<file path="config.mk">
export PLATFORM = sky130hd
export DESIGN_NAME = ipc_cell
export DESIGN_NICKNAME = d
export VERILOG_FILES = /design/src/rtl/ipc_pkg.sv /design/src/rtl/ipc_cell.sv
export SDC_FILE = /design/constraint.sdc
export NUM_CORES = 1
export LEC_CHECK = 0
export BUFFER_PORTS_ARGS = -buffer_cell sky130_fd_sc_hd__buf_2
export CAP_MARGIN = 5
export CORE_ASPECT_RATIO = 1.4
export CORE_UTILIZATION = 54
export CTS_CLUSTER_SIZE = 30
export DETAILED_ROUTE_END_ITERATION = 10
export GPL_ROUTABILITY_DRIVEN = 0
export PLACE_DENSITY = 0.8
export SLEW_MARGIN = 20
export SYNTH_ARGS = -nofsm -noshare
export SYNTH_HDL_FRONTEND = slang
export SYNTH_SLANG_ARGS = --single-unit
</file>
<file path="constraint.sdc">
create_clock -name clk -period 5.8 [get_ports clk]
set_input_delay 1.16 -clock clk [delete_from_list [all_inputs] [get_ports clk]]
set_output_delay 1.16 -clock clk [all_outputs]
set_load 0.01 [all_outputs]
</file>
<file path="src/rtl/ipc_pkg.sv">
package ipc_pkg;

	// Capacity of the cell chain and element width
	localparam int MAX_ELEMENTS = 1024;
	localparam int VALUE_BITS = 20;

	// Width of the reported count and its modulus
	localparam int COUNT_BITS = 30;
	localparam logic [COUNT_BITS:0] MODULUS = (COUNT_BITS + 1)'(1000000007);

	// Per-request partial count never exceeds MAX_ELEMENTS - 1
	localparam int CNT_W = (MAX_ELEMENTS > 2) ? $clog2(MAX_ELEMENTS) : 1;
	// Accepted element count reaches MAX_ELEMENTS itself
	localparam int ELEM_W = $clog2(MAX_ELEMENTS + 1);

	typedef struct packed {
		logic [VALUE_BITS-1:0] value;
		logic                  last;
	} in_t;

	typedef struct packed {
		logic [COUNT_BITS-1:0] pair_count;
		logic                  overflow;
	} out_t;

	// Request as it travels down the chain
	typedef struct packed {
		logic                  valid;
		logic                  live;    // compare and store; clear for dropped requests
		logic                  last;
		logic                  placed;  // already stored in some cell
		logic                  ovf;
		logic [VALUE_BITS-1:0] value;
		logic [CNT_W-1:0]      count;   // stored values greater than this one so far
	} token_t;

endpackage

</file>
<file path="src/rtl/ipc_cell.sv">
module ipc_cell (
	input  logic              clk,
	input  logic              arst_n,
	input  logic              advance,
	input  ipc_pkg::token_t   tok_in,
	output ipc_pkg::token_t   tok_out
);

	logic                           held_q;
	logic [ipc_pkg::VALUE_BITS-1:0] held_value_q;
	logic                           tok_valid_q;
	ipc_pkg::token_t                tok_data_q;
	ipc_pkg::token_t                tok_next;
	logic                           hit;
	logic                           place;
	logic                           wipe;

	// Compare against the held element, claim an empty cell, wipe on last
	always_comb begin
		hit   = tok_in.valid & tok_in.live & held_q & (held_value_q > tok_in.value);
		place = tok_in.valid & tok_in.live & ~tok_in.last & ~tok_in.placed & ~held_q;
		wipe  = tok_in.valid & tok_in.last;
		tok_next        = tok_in;
		tok_next.count  = tok_in.count + ipc_pkg::CNT_W'(hit);
		tok_next.placed = tok_in.placed | place;
	end

	// Hold the cell's occupancy and the request valid
	always_ff @(posedge clk or negedge arst_n) begin
		if (!arst_n) begin
			held_q      <= 1'b0;
			tok_valid_q <= 1'b0;
		end else if (advance) begin
			tok_valid_q <= tok_in.valid;
			if (place) begin
				held_q <= 1'b1;
			end else if (wipe) begin
				held_q <= 1'b0;
			end
		end
	end

	// Store the element and pass the request on
	always_ff @(posedge clk) begin
		if (advance) begin
			tok_data_q <= tok_next;
			if (place) begin
				held_value_q <= tok_in.value;
			end
		end
	end

	always_comb begin
		tok_out       = tok_data_q;
		tok_out.valid = tok_valid_q;
	end

endmodule

</file>
==> metrics, run 1 <==
HP Start tok_valid_q; Worst Tran Pin Value 974.0 ps; Slew headroom 0.3507; Int Power 586.0 uW; Final nets 291; Iter 0 DRT Violations 34; Global Route Usage Sum 0.1806; mapped cell area 0.002381 mm2; Slowest Stage Delay on Critical Path 330 ps; Post-CTS Setup Bufs 0; sequential cell area 0.001672 mm2; Placeable Area 0.004239 mm2; H-tree depth 2; Fmax 0.2993 GHz; Final Hold Fails 0; Leakage Power 1.301 nW; Logic pwr share 0.105; CTS root buf clkbuf_8; Seq/Total Area, Yosys 0.7020; EDFF count, synth 54; critical path type in2reg; Starting Density 0.5617; cell family with most CP delay adder cells; Worst Path Buf+Inv 2; worst r2r src held_value_q[18]; hold crit path type reg2reg; Syn Inst Count 153; post-synth cell types 26; # DRC 0; Post-synth ARST share 0.03571; Worst Path Arrival 3390 ps; Setup Viol. Count Final 0; Final Cycle Share 0.5760; worst setup path start tok_in[28]; CP Capture Type register; Area Growth Syn to Fin 21.33%; Avg WL per Cell 13.25 um; RSZ-0062 raised after global routing false; Req. time, crit path 5850 ps; Die Area 0.004683 mm2; synth cell count leaders 54 x edfxtp_1, 22 x ha_1, 21 x inv_1; multi-input logic area 623.1 um2; Worst path slowest cell a221oi_1; Synth area leaders edfxtp_1 68%, ha_1 12%, inv_1 3.3%; Fin Setup TNS 0 ps; Main synth FF type edfxtp_1; most used cell, CP ha_1; worst skew pair latency 290 ps; Final Cell Area 0.002889 mm2; antenna fix cells 0; Seq cells post-synth 56; DR vias/cell 5.055; final core utilization 0.6815; Final Skew 5.530 ps; sequential power share 0.634; switching share of power 0.2139; Power Density 258.0 mW/mm2; DP Wirelength 2916 um; CTS clk-pin slew, worst paths 90 ps; largest net degree at the start of global routing 38; PostCTS Resize Cnt 0; clock sinks 56; post-synth top area share 0.6810; CP Cell Sequence buf_2 > inv_1 > ha_1 > and4_1 > nand4_1 > nor3_2 > a21oi_1 > a221oi_1 > ha_1 > ha_1 > nand3_1 > xnor2_1; chip height 80.57 um; Max Cap Viol 0; Filler cells 329; Vias 1,476; CTS Buffer Depth 2; Setup crit start kind primary input; I/O pin count 73; post-route ant nets 0; area of placed instances 0.002809 mm2; Period minus WS final 3341 ps; initial antenna violation count 0; CP max FO 4; syn avg cell area 15.56 um2; Slew Viols, Final 0; port buffer count 72; Synth warnings 0; Hold Buf Count CTS 0; GRT Residual Overflow 0; area leader, netlist edfxtp_1; CTS tree yes; clock power share 0.261; Site Rows 28; outcome finished clean; syn_nets 213; TritonCTS buffer count 5; worst vdd rail ir drop 162.1 uV; Sw Pwr 159.5 uW; first-pass GRT wire length 6230 um; share of cells above drive strength 1 0.3448; top-count cell post-synth edfxtp_1; Routed WL 3869 um; vias in the first global route 1,421; first-pass detailed-route iteration total 4; Die X 58.12 um
## layout by cell type (no fill, tap or decap), drive strengths merged, types with 3 or more instances in the layout
master / count
ha: 22
nand2: 3
nand4: 3
inv: 21
a21oi: 6
edfxtp: 54
nand3: 11
clkbuf: 7
xnor2: 6
and3: 3
buf: 72
a21o: 4
## final timing paths
path | end | slack, ps | cells after the start
max reg2reg | tok_out[4] | 3060 | 10
min | tok_valid_q | 510 | 1
max in group asynchronous | held_q | 5070 | 1
min in group asynchronous | tok_valid_q | 630 | 1
min reg2reg | tok_valid_q | 510 | 1
max | tok_out[4] | 2460 | 12
## stage by stage
step | total power [mW] | std cells | hold slack [ps] | setup WS [ps]
after floorplan | 0.5163 | 153 | 473.9 | 2491
after global placement | 0.5581 | 284 | 484.0 | 2210
after global routing | 0.7759 | 292 | 526.7 | 2205
after detailed placement | 0.5612 | 284 | 491.0 | 2116
final | 0.7455 | 292 | 509.1 | 2459
after CTS | 0.7549 | 292 | 511.9 | 2430
## routing by layer
layer  GRT usage  share of wire  up-vias
met1      0.2035           0.40      683
met3     0.05153          0.073       10
met4     0.08095          0.024        0
met2      0.3126           0.50       62
met5           0              0        -
li1            -              -      721
## worst register-to-register path: stages (launching register included)
cell      delay (ps)
edfxtp_1         380
ha_1             320
and4_1           220
nand4_1          150
nor3_2           240
a21oi_1           90
a221oi_1         330
ha_1             270
ha_1             260
nand3_1          110
xnor2_1          140
## registers in the layout, indices dropped and copies added (netlist names)
signal / flops
tok_valid_q: 1
held_q: 1
tok_out: 34
held_value_q: 20
## area by class of cell
cell class,count,share of cell area
inverters,21,0.02728
flip-flops and latches,56,0.5786
repair buffers,72,0.1247
clock inverters,1,0.001299
clock buffers,7,0.02642
well taps,60,0.02599
multi-input cells,75,0.2157
## power groups by stage
stage               Clock (mW)  Combinational [mW]  Sequential (mW)
global placement             0              0.0768            0.481
finish                   0.194              0.0781            0.473
global route             0.213              0.0874            0.476
floorplan                    0              0.0228            0.493
CTS                      0.202              0.0792            0.473
detailed placement           0              0.0788            0.482
## cell families after synthesis
kind of cell | synth area share
multiplexers | 0.004729
XOR/XNOR | 0.02943
flip-flops | 0.7021
buffers and inverters | 0.03626
AO/OA/AOI/OAI | 0.04624
adder cells (fa/ha/maj) | 0.1156
AND/OR/NAND/NOR | 0.06569
Power figures use the tool's default switching activity.
==> run 2, diff against run 1 <==
--- a/config.mk
+++ b/config.mk
@@ -8,11 +8,11 @@
 export BUFFER_PORTS_ARGS = -buffer_cell sky130_fd_sc_hd__buf_2
 export CAP_MARGIN = 5
 export CORE_ASPECT_RATIO = 1.4
-export CORE_UTILIZATION = 54
+export CORE_UTILIZATION = 50
 export CTS_CLUSTER_SIZE = 30
 export DETAILED_ROUTE_END_ITERATION = 10
 export GPL_ROUTABILITY_DRIVEN = 0
-export PLACE_DENSITY = 0.8
+export PLACE_DENSITY = 0.75
 export SLEW_MARGIN = 20
 export SYNTH_ARGS = -nofsm -noshare
 export SYNTH_HDL_FRONTEND = slang
==> constraint.sdc (replaced) <==
create_clock -name clk -period 3.2 [get_ports clk]
set_input_delay 0.64 -clock clk [delete_from_list [all_inputs] [get_ports clk]]
set_output_delay 0.64 -clock clk [all_outputs]
set_load 0.01 [all_outputs]
==> run 2 against run 1 <==
Power grew 94%. Critical path depth is the same. Final cell count grew 1.4%. Combinational power grew 86%. Critical path type unchanged.
==> metrics, run 2 (synthesis gave the netlist of run 1 again) <==
outcome finished clean; Site Rows 29; GRT Residual Overflow 0; CP max FO 4; critical path type in2reg; Avg WL per Cell 13.85 um; CTS tree yes; CTS clk-pin slew, worst paths 90 ps; Placeable Area 0.004536 mm2; first-pass detailed-route iteration total 4; DP Wirelength 3075 um; Filler cells 361; Routed WL 4100 um; Final Skew 6.739 ps; worst vdd rail ir drop 259.7 uV; Fin Setup TNS 0 ps; Setup crit start kind primary input; Fmax 0.3552 GHz; most frequent cells in the layout 72 x buf_2, 54 x edfxtp_1, 22 x ha_1, 21 x inv_1, 11 x nand3_1; CTS Buffer Depth 2; Final Cycle Share 0.8799; Final Hold Fails 0; Starting Density 0.5250; initial antenna violation count 0; Post-CTS Setup Bufs 0; Iter 0 DRT Violations 35; post-route ant nets 0; I/O pin count 73; Die X 60.32 um; Global Route Usage Sum 0.1834; Final nets 293; placed insts 288; Vias 1,482; clock sinks 56; first-pass GRT wire length 6699 um; chip height 83.65 um; commonest non-fill, non-tap cell in the layout buf_2; worst skew pair latency 310 ps; Slew headroom 0.6900; Slew Viols, Final 0; Largest register FFs 34; H-tree depth 2; CTS root buf clkbuf_8; Leakage Power 1.326 nW; final non-filler cell total 296; antenna fix cells 0; CP Capture Type register; Area Growth Syn to Fin 23.23%; Max Cap Viol 0; Worst Tran Pin Value 465.0 ps; vias in the first global route 1,529; Period minus WS final 2816 ps; hold crit path type in2async; Worst Path Arrival 2880 ps; DR vias/cell 5.007; Req. time, crit path 3270 ps; Die Area 0.005046 mm2; TritonCTS buffer count 5; PostCTS Resize Cnt 0; RSZ-0062 raised after global routing false; Power Density 494.0 mW/mm2; largest net degree at the start of global routing 37; Setup Viol. Count Final 0; share of cells above drive strength 1 0.3590; Hold Buf Count CTS 0; port buffer count 72; # DRC 0
run 2: path summary, 6_finish.rpt:
path                            cells after the start  slack, ps     endpoint             start
worst min register to register                      1        510       held_q            held_q
worst max-delay path                               12        380   tok_out[4]        tok_in[29]
max in group asynchronous                           1       3000  tok_valid_q            arst_n
worst max register to register                     10        480   tok_out[4]  held_value_q[18]
worst min-delay path                                1        100       held_q            arst_n
min in group clk                                    1        500  tok_out[30]        tok_in[30]
run 2: through the flow:
step	setup slack [ps]	area (um2)	util	hold WS (ps)	total power, mW
floorplan	411.0	2381	-	344.4	0.9358
global placement	118.4	2826	0.6232	429.1	1.015
detailed placement	38.70	2826	0.6232	433.5	1.021
CTS	371.0	2934	0.6469	91.48	1.461
global route	198.0	2934	0.6469	83.26	1.505
finish	384.3	2934	0.6469	97.93	1.449
run 2: area by class of cell:
type | instances | area, um2 | area share
Tap cell | 62 | 77.57 | 0.02644
Clock buffer | 6 | 72.57 | 0.02473
Clock inverter | 2 | 35.03 | 0.01194
Sequential cell | 56 | 1672 | 0.5697
Inverter | 21 | 78.83 | 0.02687
Timing Repair Buffer | 74 | 375.4 | 0.1279
Multi-Input combinational cell | 75 | 623.1 | 0.2124
run 2: routing by layer:
layer  wire length, um  global-route usage  vias up
met2              2103              0.2967       47
met4               119             0.09091        0
met3               211             0.05891       11
li1                  -                   -      727
met5                 0                   0        -
met1              1665              0.2114      697
run 2: power by group:
group	internal (mW)	switching [mW]
Sequential	0.847	0.00925
Combinational	0.0636	0.0818
Clock	0.232	0.215
run 2: critical path, cell delays in order:
cell and delay [ps]:
buf_2 100, inv_1 50, ha_1 300, and4_1 240
nand4_1 130, nor3_2 220, a21oi_1 90, a221oi_1 340
ha_1 270, ha_1 260, nand3_1 110, xnor2_1 140
