### src/rtl/ipc_pkg.sv
package ipc_pkg;

	// Capacity of the cell chain and element width
	localparam int MAX_ELEMENTS = 1024;
	localparam int VALUE_BITS = 20;

	// Width of the reported count and its modulus
	localparam int COUNT_BITS = 30;
	localparam logic [COUNT_BITS:0] MODULUS = (COUNT_BITS + 1)'(1000000007);

	// Per-request partial count never exceeds MAX_ELEMENTS - 1
	localparam int CNT_W = (MAX_ELEMENTS > 2) ? $clog2(MAX_ELEMENTS) : 1;
	// Accepted element count reaches MAX_ELEMENTS itself
	localparam int ELEM_W = $clog2(MAX_ELEMENTS + 1);

	typedef struct packed {
		logic [VALUE_BITS-1:0] value;
		logic                  last;
	} in_t;

	typedef struct packed {
		logic [COUNT_BITS-1:0] pair_count;
		logic                  overflow;
	} out_t;

	// Request as it travels down the chain
	typedef struct packed {
		logic                  valid;
		logic                  live;    // compare and store; clear for dropped requests
		logic                  last;
		logic                  placed;  // already stored in some cell
		logic                  ovf;
		logic [VALUE_BITS-1:0] value;
		logic [CNT_W-1:0]      count;   // stored values greater than this one so far
	} token_t;

endpackage

### src/rtl/ipc_tail.sv
module ipc_tail (
	input  logic            clk,
	input  logic            arst_n,
	input  ipc_pkg::token_t tok_in,
	output logic            advance,
	output logic            result_valid,
	input  logic            result_ready,
	output ipc_pkg::out_t   result
);

	logic [ipc_pkg::COUNT_BITS-1:0] run_q;
	logic                           result_valid_q;
	ipc_pkg::out_t                  result_q;
	logic [ipc_pkg::COUNT_BITS:0]   sum;
	logic [ipc_pkg::COUNT_BITS:0]   sum_red;
	logic [ipc_pkg::COUNT_BITS-1:0] total;
	logic                           take;

	// Stall the chain only when a last request meets a result still waiting
	assign advance = ~(tok_in.valid & tok_in.last & result_valid_q & ~result_ready);
	assign take    = tok_in.valid & advance;

	// Add the partial count and reduce once
	always_comb begin
		sum     = {1'b0, run_q} + (ipc_pkg::COUNT_BITS + 1)'(tok_in.count);
		sum_red = (sum >= ipc_pkg::MODULUS) ? (sum - ipc_pkg::MODULUS) : sum;
		total   = sum_red[ipc_pkg::COUNT_BITS-1:0];
	end

	// Advance the running count; emit and restart on last
	always_ff @(posedge clk or negedge arst_n) begin
		if (!arst_n) begin
			run_q          <= '0;
			result_valid_q <= 1'b0;
		end else begin
			if (result_ready) begin
				result_valid_q <= 1'b0;
			end
			if (take) begin
				if (tok_in.last) begin
					run_q          <= '0;
					result_valid_q <= 1'b1;
				end else begin
					run_q <= total;
				end
			end
		end
	end

	// Hold the result payload
	always_ff @(posedge clk) begin
		if (take && tok_in.last) begin
			result_q.pair_count <= total;
			result_q.overflow   <= tok_in.ovf;
		end
	end

	assign result_valid = result_valid_q;
	assign result       = result_q;

endmodule

### config.mk
export PLATFORM = sky130hd
export DESIGN_NAME = ipc_tail
export DESIGN_NICKNAME = d
export VERILOG_FILES = /design/src/rtl/ipc_pkg.sv /design/src/rtl/ipc_tail.sv
export SDC_FILE = /design/constraint.sdc
export NUM_CORES = 1
export LEC_CHECK = 0
export ABC_AREA = 1
export BUFFER_PORTS_ARGS = -buffer_cell sky130_fd_sc_hd__buf_4
export CELL_PAD_IN_SITES_DETAIL_PLACEMENT = 1
export CELL_PAD_IN_SITES_GLOBAL_PLACEMENT = 1
export CORE_MARGIN = 10
export CORE_UTILIZATION = 41
export DETAILED_ROUTE_END_ITERATION = 12
export PLACE_DENSITY_LB_ADDON = 0.08
export SLEW_MARGIN = 20
export SYNTH_ARGS = -nofsm -noshare
export SYNTH_HDL_FRONTEND = slang
export SYNTH_SLANG_ARGS = --single-unit
### constraint.sdc
create_clock -name clk -period 4 [get_ports clk]
set_input_delay 0.8 -clock clk [delete_from_list [all_inputs] [get_ports clk]]
set_output_delay 0.8 -clock clk [all_outputs]
set_load 0.005 [all_outputs]
==> out/results.tsv, run 1 <==
metric	value	unit
Worst EP arrival	3940	ps
Post-Syn Instances	841	
Worst Max-Slew Pin Slew	1000	ps
Comb power frac	35.6	%
Reg-to-Reg Start	run_q[0]	
final hold vios	0	
clk root buf	clkbuf_16	
# resized after CTS	0	
filler instances	1742	
vias in the first global route	5868	
design area	6220	um^2
Setup TNS Final	0	ps
Avg Vias per Cell	5.19	
r2r endpoint	run_q[9]	
clock buffer count from CTS	9	
GRT overflow	0	
Post-CTS Setup Bufs	0	
Port Buffer Count	48	
Ant. Diodes	0	
Syn Area/Cell	6.19	um^2
Reg2Reg Depth	21	
Final Util	49.7	%
Clk pwr share	31.7	%
Final Max Slew Viols	0	
die width	133	um
DRT iter0 DRCs	376	
via count	5662	
top-area cell type share of the netlist area	28.0	%
RSZ-0062 raised after global routing	false	
number of synthesized register bits	62	
Final #Nets	963	
Seq. cell area	1710	um^2
FP Rows	41	
crit path time final	3660	ps
H-tree depth	3	
CTS Hold Bufs	0	
sequential power share	32.7	%
worst rel slew slack	33.0	%
IO Pins	71	
first-pass GRT wire length	30700	um
Core Area	12500	um^2
async set-reset flop share out of synthesis	50.0	%
clk slew on worst S/H paths	60	ps
placer congestion estimate	0.956	
Yosys Warn Count	0	
setup violators final	0	
P_sw	0.902	mW
starting density of the core	41.6	%
largest cells by area after synthesis	nand2_1 28%, edfxtp_1 18%, dfrtp_1 15%, inv_1 8.3%, nand3_1 7.5%	
EDFF count, synth	31	
Switching Share	38.5	%
VDD IR-drop max	0.178	mV
R2R Setup Slk	510	ps
post-synth top area cell	nand2_1	
synthesized cell area	5210	um^2
post-synthesis net count	891	
clk_lat worst skew	350	ps
antenna-violating nets left	0	
Top FF cell, synth	edfxtp_1	
post-DP HPWL	15000	um
layout cells sized above 1	11.9	%
CP required	4290	ps
Final Skew	9.72	ps
Pleak	3.36	nW
crit path max fanout	17	
initial antenna violation count	0	
most frequent cells after synthesis	388 x nand2_1, 115 x inv_1, 78 x nand3_1	
PwrDens	376	nW/um^2
Seq/Total Area, Yosys	32.8	%
Total Routing Usage GR	21.7	%
CTS tree	built	
Die Height	133	um
worst hold path type	primary input to asynchronous set/reset pin	
Max Freq	273	MHz
Max Cap Viol	0	
Clock Path Buffers	2	
largest net degree at the start of global routing	32	
Multi-input gate area	2990	um^2
drt total wl	18600	um
CP Capture Type	flop	
area grow syn2layout	19.5	%
WS Path Type	primary input to flop	
most frequent cell after synthesis	nand2_1	
Yosys cell types	29	
post-DR wirelength/cell	17.1	um
placed inst area	5950	um^2
clock sink count	62	
P_int	1.44	mW
die area	17600	um^2
DRT Pass-1 Iters	5	
Final Cycle Share	91.4	%
status	completed	
DRC viols	0	
Critical Path Source Type	primary input	
layer usage:
| metal | wire length, um | vias up | global-route usage [%] |
|---|---|---|---|
| met1 | 9120 | 2735 | 29.5 |
| met5 | 0 | - | 0 |
| met4 | 314 | 0 | 6.72 |
| met3 | 735 | 25 | 3.56 |
| li1 | - | 2795 | - |
| met2 | 8460 | 107 | 34.3 |
worst max path at each step:
stage	from	end	slack, ps
final	tok_in[0]	run_q[9]	340
after CTS	tok_in[0]	run_q[9]	390
after global routing	tok_in[5]	run_q[9]	80
after floorplan	tok_in[0]	result[1]	540
after detailed placement	tok_in[0]	result[2]	60
after global placement	tok_in[0]	run_q[9]	160
stage by stage:
step	setup slack, ps	hold WS, ps	power [mW]	instances
after global placement	162	468	1.57	1074
final	344	396	2.34	1090
after CTS	392	407	2.34	1090
after detailed placement	60.9	474	1.60	1074
after floorplan	535	453	1.32	841
after global routing	75.3	420	2.50	1090
flip-flops by register name, indices dropped and copies added, names as in the netlist:
name,flops
result,31
run_q,30
result_valid,1
cell usage in the layout (no fill, tap or decap), drive strengths merged, types with 4 or more instances in the layout:
cell type and instances:
buf 76, clkbuf 10, inv 115, and2 4
ha 11, nand4 38, nand3b 7, edfxtp 31
a21oi 8, xor2 17, dfrtp 31, nor2 72
nor3 7, nand3 82, nand2 392, clkinv 4
o21ai 4
worst max-delay path, stage by stage:
cell and delay [ps]:
buf_4 80, ha_1 170, inv_1 60, fa_1 390
inv_1 160, nand2_1 100, nand2_1 80, nand3_1 110
nand2_1 170, nand3_1 120, nand3_1 90, nand2_1 170
nor2_1 210, nand2_1 110, nor2_2 220, nand3_2 150
nand3_2 160, buf_12 150, nand2_1 70, nand2_1 80
nand2_1 150, nand2_1 130
logic make-up after synthesis:
| group | share of synthesized area (%) |
|---|---|
| compound gates | 1.87 |
| xor+xnor | 3.20 |
| fa+ha+maj | 3.03 |
| buf+inv | 9.97 |
| flops | 32.8 |
| simple gates | 49.2 |
power by group through the flow:
stage,combinational [mW],sequential [mW],clock [mW]
after floorplan,0.544,0.771,0
after global placement,0.794,0.774,0
after detailed placement,0.823,0.775,0
after CTS,0.831,0.764,0.748
after global routing,0.954,0.771,0.779
final,0.835,0.765,0.742
layout make-up:
| type | instances | area share [%] |
|---|---|---|
| tap | 172 | 3.46 |
| inverter | 115 | 6.94 |
| multi-input combinational | 649 | 48.1 |
| clock inverter | 6 | 0.623 |
| clock buffer | 10 | 3.68 |
| sequential | 62 | 27.4 |
| timing repair buffer | 76 | 9.77 |
No activity file was read; power rests on OpenSTA's default activity.
==> run 2, diff against run 1 <==
Settings changed: CAP_MARGIN set to 20, CORE_UTILIZATION 41 to 44, SKIP_LAST_GASP set to 1.
Clock period 4 ns to 4.4 ns, I/O delays scaled along.
==> run 2 against run 1 <==
  * First-iteration DRC count up 17%
  * Final area fell by 2.1%
  * Count of clock-buffer cells in the layout is 2 higher
  * Die area fell by 5.8%
  * Combinational power down 11%
  * Utilization increased by 3.2 points
  * Critical path depth is the same
  * Sequential share of layout area up 0.60 points
  * Clock skew shrank 0.63 ps
  * Power shrank 5.4%
  * Setup slack improved by 130 ps
  * Critical endpoint is now run_q[8]
  * Highest routed layer unchanged
==> out/results.tsv, run 2 (synthesized netlist as in run 1, its figures left out) <==
metric	value	unit
drt total wl	19000	um
PwrDens	364	nW/um^2
post-DP HPWL	14900	um
Max Cap Viol	0	
VDD IR-drop max	0.197	mV
commonest non-fill, non-tap cell in the layout	nand2_1	
CP most frequent cell	nand2_1	
placer congestion estimate	0.936	
clk slew on worst S/H paths	60	ps
Avg Vias per Cell	5.51	
Ant. Diodes	0	
die width	129	um
vias in the first global route	6014	
FP Rows	39	
Worst Max-Slew Pin Slew	1040	ps
Clock Path Buffers	2	
pre-CTS setup slack	198	ps
worst rel slew slack	30.6	%
H-tree depth	3	
cell breakdown of the critical path	buf_4, ha_1, inv_1, fa_1, inv_1, nand3_1, nand2_1, nand2_1, nand2_1, nand3_1, nor2_1, nand2_1, nand2_1, nand2_1, nand2_1, o21ai_1, nand3_2, buf_4, nand4_1, nand2_1, nand2_1, nand2_1	
Final #Nets	947	
IO Pins	71	
setup violators final	0	
final hold vios	0	
max reg flops	31	
Port Buffer Count	48	
crit path max fanout	18	
layout cells sized above 1	10.2	%
clock sink count	62	
via count	5763	
WS Path Type	primary input to flop	
# resized after CTS	0	
crit path time final	3930	ps
Max Freq	254	MHz
DRT iter0 DRCs	439	
Reg-to-Reg Start	run_q[0]	
RSZ-0062 raised after global routing	false	
antenna-violating nets left	0	
Setup TNS Final	0	ps
CP startpoint	tok_in[0]	
die area	16600	um^2
Core Area	11500	um^2
Die Height	129	um
largest net degree at the start of global routing	32	
CTS tree	built	
Final Skew	9.09	ps
PnR worst setup slack	470	ps
Pleak	3.30	nW
Total Routing Usage GR	23.5	%
Post-CTS Setup Bufs	0	
clk root buf	clkbuf_16	
CP max stage cell	fa_1	
starting density of the core	45.2	%
Worst EP arrival	4220	ps
clk_lat worst skew	350	ps
CP required	4680	ps
post-DR wirelength/cell	18.2	um
most frequent cells in the layout	388 x nand2_1, 115 x inv_1, 78 x nand3_1	
Final Cycle Share	89.3	%
Critical Path Source Type	primary input	
status	completed	
worst hold path type	primary input to asynchronous set/reset pin	
CP Capture Type	flop	
max incr delay on CP	390	ps
DRC viols	0	
Final Max Slew Viols	0	
first-pass GRT wire length	30800	um
initial antenna violation count	0	
Final Util	52.9	%
area grow syn2layout	16.9	%
DRT Pass-1 Iters	6	
GRT overflow	0	
clock buffer count from CTS	9	
CTS Hold Bufs	0	
[run 2: changes by cell type in the layout (fill, tap and decap cells not counted)]
| cell | delta |
|---|---|
| bufinv_16 | +2 |
| clkinvlp_4 | -2 |
| clkinv_4 | -1 |
| buf_12 | -2 |
| buf_4 | -14 |
| clkbuf_1 | +1 |
| clkbuf_8 | +1 |
| clkinv_2 | -1 |
[run 2: critical path: cells and delay by family]
| kind | cells | cell delay (ps) |
|---|---|---|
| buffers and inverters | 4 | 570 |
| and+or+nand+nor | 15 | 2010 |
| adders and majority gates | 2 | 630 |
| AOI/OAI and AO/OA | 1 | 120 |
[run 2: per-layer routing]
metal	vias to the layer above	track usage (%)	share of wire [%]
li1	2762	-	-
met1	2813	29.7	44
met5	-	0	0
met2	165	39.8	48
met3	23	4.64	6.4
met4	0	7.02	1.4
[run 2: final timing paths]
check / endpoint / slack [ps] / depth (start not counted)
setup / recovery: run_q[8] / 470 / 22
hold / removal: run_q[6] / 500 / 1
setup reg to reg: run_q[8] / 710 / 21
hold reg to reg: run_q[7] / 500 / 2
max in group asynchronous: run_q[24] / 3550 / 1
min in group clk: run_q[7] / 500 / 2
[run 2: report_power, final]
group	total (mW)	switching (mW)	internal, mW
sequential	0.699	0.0310	0.668
clock	0.775	0.266	0.509
combinational	0.740	0.502	0.238
total	2.21	0.799	1.42
[run 2: cell type report]
| cell class | instances | area (um^2) |
|---|---|---|
| Clock buffer | 12 | 246 |
| Timing Repair Buffer | 60 | 463 |
| Fill cell | 1614 | 5430 |
| Inverter | 115 | 432 |
| Multi-Input combinational cell | 649 | 2990 |
| Sequential cell | 62 | 1710 |
| Tap cell | 143 | 179 |
| Clock inverter | 4 | 70.1 |
[run 2: through the flow]
step	power (mW)	area [um^2]	hold slack, ps	instances
6_report	2.21	6090	496	1045
5_1_grt	2.35	6090	516	1045
4_1_cts	2.22	6090	500	1045
3_5_place_dp	1.43	5770	483	1029
3_3_place_gp	1.40	5770	467	1029
2_1_floorplan	1.20	5210	453	841
